File: config.mk
export PLATFORM = sky130hd
export DESIGN_NAME = aes_round_cell
export DESIGN_NICKNAME = d
export VERILOG_FILES = /design/src/rtl/aes_pkg.sv /design/src/rtl/aes_round_cell.sv
export SDC_FILE = /design/constraint.sdc
export NUM_CORES = 2
export LEC_CHECK = 0
export ABC_CLOCK_PERIOD_IN_PS = 800
export BUFFER_PORTS_ARGS = -buffer_cell sky130_fd_sc_hd__clkbuf_2
export CORE_MARGIN = 5
export CORE_UTILIZATION = 32
export DETAILED_ROUTE_END_ITERATION = 8
export PLACE_DENSITY_LB_ADDON = 0.08
export SLEW_MARGIN = 10
export SYNTH_ARGS = -nofsm -noshare
export SYNTH_HDL_FRONTEND = slang
export SYNTH_SLANG_ARGS = --single-unit
File: constraint.sdc
create_clock -name clk -period 0.8 [get_ports clk]
set_input_delay 0.04 -clock clk [delete_from_list [all_inputs] [get_ports clk]]
set_output_delay 0.04 -clock clk [all_outputs]
set_load 0.03 [all_outputs]
File: src/rtl/aes_pkg.sv
// Package for the AES-128 encryption pipeline: payload types, S-box and
// round-function helpers. No dependencies.
package aes_pkg;

    localparam int NumRounds = 10;

    typedef enum logic [0:0] {
        REG_KEY_HIGH = 1'b0,
        REG_KEY_LOW  = 1'b1
    } reg_index_t;

    typedef struct packed {
        logic [63:0] plain_high;
        logic [63:0] plain_low;
    } in_beat_t;

    typedef struct packed {
        logic [63:0] cipher_high;
        logic [63:0] cipher_low;
    } out_beat_t;

    // Data and key travelling together through one pipeline cell.
    typedef struct packed {
        logic         valid;
        logic [127:0] state;
        logic [127:0] rkey;
    } stage_t;

    function automatic logic [7:0] sbox(input logic [7:0] a);
        logic [7:0] t [256];
        t = '{
        8'h63,8'h7c,8'h77,8'h7b,8'hf2,8'h6b,8'h6f,8'hc5,8'h30,8'h01,8'h67,8'h2b,8'hfe,8'hd7,8'hab,8'h76,
        8'hca,8'h82,8'hc9,8'h7d,8'hfa,8'h59,8'h47,8'hf0,8'had,8'hd4,8'ha2,8'haf,8'h9c,8'ha4,8'h72,8'hc0,
        8'hb7,8'hfd,8'h93,8'h26,8'h36,8'h3f,8'hf7,8'hcc,8'h34,8'ha5,8'he5,8'hf1,8'h71,8'hd8,8'h31,8'h15,
        8'h04,8'hc7,8'h23,8'hc3,8'h18,8'h96,8'h05,8'h9a,8'h07,8'h12,8'h80,8'he2,8'heb,8'h27,8'hb2,8'h75,
        8'h09,8'h83,8'h2c,8'h1a,8'h1b,8'h6e,8'h5a,8'ha0,8'h52,8'h3b,8'hd6,8'hb3,8'h29,8'he3,8'h2f,8'h84,
        8'h53,8'hd1,8'h00,8'hed,8'h20,8'hfc,8'hb1,8'h5b,8'h6a,8'hcb,8'hbe,8'h39,8'h4a,8'h4c,8'h58,8'hcf,
        8'hd0,8'hef,8'haa,8'hfb,8'h43,8'h4d,8'h33,8'h85,8'h45,8'hf9,8'h02,8'h7f,8'h50,8'h3c,8'h9f,8'ha8,
        8'h51,8'ha3,8'h40,8'h8f,8'h92,8'h9d,8'h38,8'hf5,8'hbc,8'hb6,8'hda,8'h21,8'h10,8'hff,8'hf3,8'hd2,
        8'hcd,8'h0c,8'h13,8'hec,8'h5f,8'h97,8'h44,8'h17,8'hc4,8'ha7,8'h7e,8'h3d,8'h64,8'h5d,8'h19,8'h73,
        8'h60,8'h81,8'h4f,8'hdc,8'h22,8'h2a,8'h90,8'h88,8'h46,8'hee,8'hb8,8'h14,8'hde,8'h5e,8'h0b,8'hdb,
        8'he0,8'h32,8'h3a,8'h0a,8'h49,8'h06,8'h24,8'h5c,8'hc2,8'hd3,8'hac,8'h62,8'h91,8'h95,8'he4,8'h79,
        8'he7,8'hc8,8'h37,8'h6d,8'h8d,8'hd5,8'h4e,8'ha9,8'h6c,8'h56,8'hf4,8'hea,8'h65,8'h7a,8'hae,8'h08,
        8'hba,8'h78,8'h25,8'h2e,8'h1c,8'ha6,8'hb4,8'hc6,8'he8,8'hdd,8'h74,8'h1f,8'h4b,8'hbd,8'h8b,8'h8a,
        8'h70,8'h3e,8'hb5,8'h66,8'h48,8'h03,8'hf6,8'h0e,8'h61,8'h35,8'h57,8'hb9,8'h86,8'hc1,8'h1d,8'h9e,
        8'he1,8'hf8,8'h98,8'h11,8'h69,8'hd9,8'h8e,8'h94,8'h9b,8'h1e,8'h87,8'he9,8'hce,8'h55,8'h28,8'hdf,
        8'h8c,8'ha1,8'h89,8'h0d,8'hbf,8'he6,8'h42,8'h68,8'h41,8'h99,8'h2d,8'h0f,8'hb0,8'h54,8'hbb,8'h16
        };
        return t[a];
    endfunction

    function automatic logic [7:0] rcon(input logic [3:0] r);
        logic [7:0] v;
        unique case (r)
            4'd1:    v = 8'h01;
            4'd2:    v = 8'h02;
            4'd3:    v = 8'h04;
            4'd4:    v = 8'h08;
            4'd5:    v = 8'h10;
            4'd6:    v = 8'h20;
            4'd7:    v = 8'h40;
            4'd8:    v = 8'h80;
            4'd9:    v = 8'h1b;
            4'd10:   v = 8'h36;
            default: v = 8'h00;
        endcase
        return v;
    endfunction

    function automatic logic [7:0] dbl(input logic [7:0] a);
        return {a[6:0], 1'b0} ^ (a[7] ? 8'h1b : 8'h00);
    endfunction

    // Byte i of a 128-bit block sits at bits 127-8i downto 120-8i.
    function automatic logic [7:0] byte_at(input logic [127:0] s, input int i);
        return s[127 - 8 * i -: 8];
    endfunction

endpackage

File: src/rtl/aes_round_cell.sv
// One round cell of the AES-128 pipeline: round transform and next round key.
// Depends on aes_pkg.
module aes_round_cell #(
    parameter logic [3:0] ROUND = 4'd1
) (
    input  logic            clk,
    input  logic            rst_n,
    input  logic            en,
    input  aes_pkg::stage_t prev,
    output aes_pkg::stage_t cur
);

    logic [127:0]    rk_next;
    logic [127:0]    ss;
    logic [127:0]    mc;
    logic [31:0]     t;
    logic            valid_reg;
    logic [127:0]    state_reg;
    logic [127:0]    rkey_reg;

    always_comb
    begin
        logic [31:0] w0, w1, w2, w3, w3r;
        w0 = prev.rkey[127:96];
        w1 = prev.rkey[95:64];
        w2 = prev.rkey[63:32];
        w3 = prev.rkey[31:0];
        w3r = {aes_pkg::sbox(w3[23:16]) ^ aes_pkg::rcon(ROUND), aes_pkg::sbox(w3[15:8]),
               aes_pkg::sbox(w3[7:0]), aes_pkg::sbox(w3[31:24])};
        t = w0 ^ w3r;
        rk_next[127:96] = t;
        rk_next[95:64]  = t ^ w1;
        rk_next[63:32]  = t ^ w1 ^ w2;
        rk_next[31:0]   = t ^ w1 ^ w2 ^ w3;
    end

    always_comb
    begin
        for (int c = 0; c < 4; c++)
        begin
            for (int r = 0; r < 4; r++)
            begin
                ss[127 - 8 * (c * 4 + r) -: 8] =
                    aes_pkg::sbox(aes_pkg::byte_at(prev.state, ((c + r) % 4) * 4 + r));
            end
        end
        for (int c = 0; c < 4; c++)
        begin
            logic [7:0] a0, a1, a2, a3;
            a0 = aes_pkg::byte_at(ss, c * 4);
            a1 = aes_pkg::byte_at(ss, c * 4 + 1);
            a2 = aes_pkg::byte_at(ss, c * 4 + 2);
            a3 = aes_pkg::byte_at(ss, c * 4 + 3);
            mc[127 - 32 * c -: 8] = aes_pkg::dbl(a0) ^ aes_pkg::dbl(a1) ^ a1 ^ a2 ^ a3;
            mc[119 - 32 * c -: 8] = a0 ^ aes_pkg::dbl(a1) ^ aes_pkg::dbl(a2) ^ a2 ^ a3;
            mc[111 - 32 * c -: 8] = a0 ^ a1 ^ aes_pkg::dbl(a2) ^ aes_pkg::dbl(a3) ^ a3;
            mc[103 - 32 * c -: 8] = aes_pkg::dbl(a0) ^ a0 ^ a1 ^ a2 ^ aes_pkg::dbl(a3);
        end
    end

    always_ff @(posedge clk or negedge rst_n)
    begin
        if (!rst_n)
        begin
            valid_reg <= 1'b0;
        end
        else if (en)
        begin
            valid_reg <= prev.valid;
        end
    end

    always_ff @(posedge clk)
    begin
        if (en)
        begin
            rkey_reg  <= rk_next;
            state_reg <= ((ROUND == 4'(aes_pkg::NumRounds)) ? ss : mc) ^ rk_next;
        end
    end

    assign cur = {valid_reg, state_reg, rkey_reg};

endmodule

==> summary.txt <==
Synth
  • Primary FF master, synth: edfxtp_1
  • Post-synthesis compound-gate area fraction: 36.9%
  • EDFF count, synth: 256
  • Number of flip-flops and latches in the synthesized netlist: 257
  • Sequential share of the synthesized area: 9.61%
  • Share of synthesized flip-flops with an asynchronous set or reset: 0.389%
  • Syn Area/Cell: 6.90 sq um
  • Area share of xor/xnor cells in the synthesized design: 8.96%
  • Netlist area before placement: 0.0802 sq mm
  • Multiplexer fraction of the synthesized cell area: 7.50%
  • Count of warnings emitted by yosys: 0
  • Post-Synth Adder-Cell Area: 4.52%
  • Net count after synthesis: 12200
  • Number of instances in the synthesized netlist: 11600
  • Distinct cell type count after synthesis: 114
  • Simple logic cell fraction of the synthesized area: 24.2%
  • Combinational family with the most area after synthesis: compound AO/OA/AOI/OAI gates

Place
  • Post-DP HPWL: 454000 microns
  • Place WS: -3.51 ns
  • RePlAce Congestion: 1.09
  • Total of buffers placed on input and output ports: 516

Critical path
  • Buffers and inverters on the worst path: 4
  • Worst Path Max Fanout: 7
  • Start point of the critical path: prev[17]
  • Startpoint of the lowest-slack register-to-register path: valid_reg
  • Required time worst endpoint: 1.15 ns
  • Setup CP Type: input pin to flop
  • Crit path DAT: 3.33 ns
  • Critical Path Max Stage Delay: 0.52 ns
  • Slack of the worst reg-to-reg path: 0.04 ns
  • Sort of element at the start of the critical path: input pin
  • Crit path max-delay cell type: mux4_2
  • Path length in cells of the critical path: 14
  • Most common cell type on the critical path: xnor2_4
  • Number of cells on the worst reg-to-reg path: 1
  • Cell breakdown of the critical path: buf_6 > buf_12 > clkinv_8 > ha_4 > and2_4 > o311a_1 > a31o_2 > mux4_2 > mux2i_4 > xnor2_4 > xor2_4 > xnor2_4 > clkinvlp_4 > xnor2_2
  • Crit end category: flop
  • Crit path max-delay family: XOR/XNOR gates

Status
  • Violated checks: hold timing, setup timing
  • Run status: complete, but fails checks

Floorplanning
  • Floorplan core area: 0.249 sq mm
  • Starting density of the core: 32.2%
  • Height of the die: 511 microns
  • Die width: 511 microns
  • Std cell rows: 183
  • Count of boundary I/O pins: 517
  • Overall die area: 0.261 sq mm

Drt
  • Iter 0 DRT Violations: 18100
  • Vias/cell: 6.31
  • Via count: 121000
  • 1st-pass router iterations: 9
  • Final wirelength: 568000 microns
  • Remaining DRCs: 0
  • Routed Antenna Nets: 0
  • Routed len/inst: 29.6 microns

Min path
  • Worst Hold Path Cells: 3
  • Hold Crit Start: prev[39]
  • Min-delay worst type: input pin to flop

STA
  • Final critical delay including setup and external delays: 2.98 ns
  • Final hold violation count: 15
  • Worst setup margin: -2.18 ns
  • RSZ-0062 raised after global routing: yes
  • Post-route clock skew: 0 ns
  • Worst-case headroom to the max-slew limit: 50.5%
  • Worst-case hold slack: -0.0888 ns
  • Maximum achievable frequency: 336 MHz
  • Final clock period utilization by the worst path: 372%
  • Number of failing setup endpoints in the final timing report: 563
  • Number of max-slew violations in the final report: 0
  • TNS Setup: -599.91 ns
  • Slew at the pin closest to its max-slew limit: 0.734 ns

Clocking
  • Level count of the clock H-tree: 2
  • Sinks on the clock net: 257
  • Clock network latency to the later pin of the worst-skew pair: 0.59 ns
  • Maximum clock path buffer count: 3
  • CTS tree: yes
  • CTS clk-pin slew, worst paths: 0.07 ns
  • Number of buffers added by the clock tree synthesis step: 35
  • Buffer type at the clock tree root: clkbuf_16

Global route
  • Initial antenna violation count: 32
  • Maximum number of pins on one net before global-route repair: 58
  • Wire length of the first global-routing pass: 813000 microns
  • Met2 track demand over resource in global routing: 61.8%
  • GRT met1 Usage: 51.5%
  • All-Layer GR Usage: 40.7%
  • GR Overflow Total: 0
  • Global-route met3 utilization: 9.21%
  • Most heavily used metal layer in global routing: met2
  • Vias in the first global route: 117000

Job
  • Maximum capacitance violations: 0

Final layout
  • Share of layout cells above drive strength 1: 47.3%
  • Number of nets in the layout: 16300
  • Most common library cell in the layout ignoring fill and taps: buf_4
  • Most frequent cells in the layout: 4355 x buf_4, 970 x a21oi_1, 882 x nand2_1
  • Synth-to-layout area growth: 71.3%

Pwr
  • Leakage Power: 57.4 nW
  • Power density cells: 1480 mW/mm^2
  • Peak supply drop: 1.33 mV
routing by layer:
layer / vias to the layer above / routed length [microns]
met1: 57900 / 214000
met3: 2016 / 63300
li1: 52200 / -
met5: - / 130
met4: 14 / 49300
met2: 8914 / 241000
report_power, final:
group          switching [W]  leakage, nW  internal (W)
Sequential           0.00364         2.52        0.0228
Clock                0.00749        0.573       0.00974
Combinational         0.0884         54.3        0.0714
Yosys cell counts (37+ instances only):
cell / number / share of area [%]
nor2_1: 840 / 3.9
and3_1: 67 / 0.52
and2_1: 110 / 0.86
buf_2: 367 / 2.3
mux2_2: 41 / 0.58
o21ai_0: 979 / 6.1
mux2i_1: 102 / 1.3
buf_1: 161 / 0.75
inv_1: 174 / 0.81
nor4_1: 41 / 0.32
o31ai_1: 134 / 1.3
nand3_1: 411 / 2.6
mux4_2: 200 / 5.6
a2111oi_0: 78 / 0.85
nand3b_1: 37 / 0.35
o311ai_0: 209 / 2.3
or2_2: 124 / 0.97
a211o_1: 59 / 0.64
a21o_1: 71 / 0.66
nor3b_1: 49 / 0.46
xnor2_1: 521 / 5.7
a31oi_1: 303 / 2.4
o221ai_1: 69 / 0.75
a211oi_1: 270 / 2.5
nor2b_1: 324 / 2.5
a21oi_1: 1060 / 6.6
a221oi_1: 76 / 0.83
nand2_1: 946 / 4.4
clkbuf_1: 790 / 3.7
o311a_1: 49 / 0.61
xor2_1: 188 / 2.1
o22ai_1: 78 / 0.61
nand2b_1: 395 / 3.1
a311o_1: 50 / 0.62
o21a_1: 44 / 0.41
edfxtp_1: 256 / 9.6
a32oi_1: 38 / 0.41
or3_1: 67 / 0.52
ha_1: 290 / 4.5
nand4_1: 40 / 0.31
nor3_1: 418 / 2.6
o211ai_1: 254 / 2.4
o2111ai_1: 54 / 0.59
a22oi_1: 37 / 0.35
a311oi_1: 197 / 2.2
area by class of cell:
cell class / instances / area, sq um
Antenna cell: 28 / 70.1
Tap cell: 3330 / 4170
Clock buffer: 38 / 918
Sequential cell: 257 / 7710
Fill cell: 23400 / 112000
Clock inverter: 24 / 275
Inverter: 214 / 1050
Multi-Input combinational cell: 9784 / 77000
Timing Repair Buffer: 5502 / 46300
final timing paths:
kind                                      end
worst min register to register      valid_reg
worst max-delay path            state_reg[61]
min in group asynchronous           valid_reg
worst min-delay path             rkey_reg[39]
worst max register to register      valid_reg
max in group asynchronous           valid_reg
kinds of logic (layout without fill, tap and decap cells):
logic type | Yosys count | in the layout
adder cells (fa/ha/maj) | 290 | 290
XOR/XNOR | 762 | 762
other | 0 | 28
flip-flops | 257 | 257
AND/OR/NAND/NOR | 3941 | 3941
multiplexers | 345 | 345
buffers and inverters | 1589 | 5778
AO/OA/AOI/OAI | 4446 | 4446
timing repair:
| action | 4_1_cts | 5_1_grt |
|---|---|---|
| buffers inserted | 227 | 133 |
| gates resized for setup | 1456 | 797 |
| hold buffers | 8 | 2 |
| endpoints found under the setup margin | 513 | 519 |
| pin swaps | 449 | 391 |
| cloned | 4 | 3 |
| endpoints found under the hold margin | 86 | 47 |
per-stage QoR:
step	cell area (sq um)	util [%]	hold slack, ns	cells	power, W
floorplan	83800	-	-0.256	11600	0.0903
global placement	122000	49.1	-0.186	18800	0.160
detailed placement	122000	49.1	-0.183	18800	0.160
CTS	133000	53.2	-0.123	19000	0.192
global route	137000	55.2	-0.108	19200	0.209
finish	137000	55.2	-0.0888	19200	0.203
Note: power is estimated with default switching activity, not from simulation.
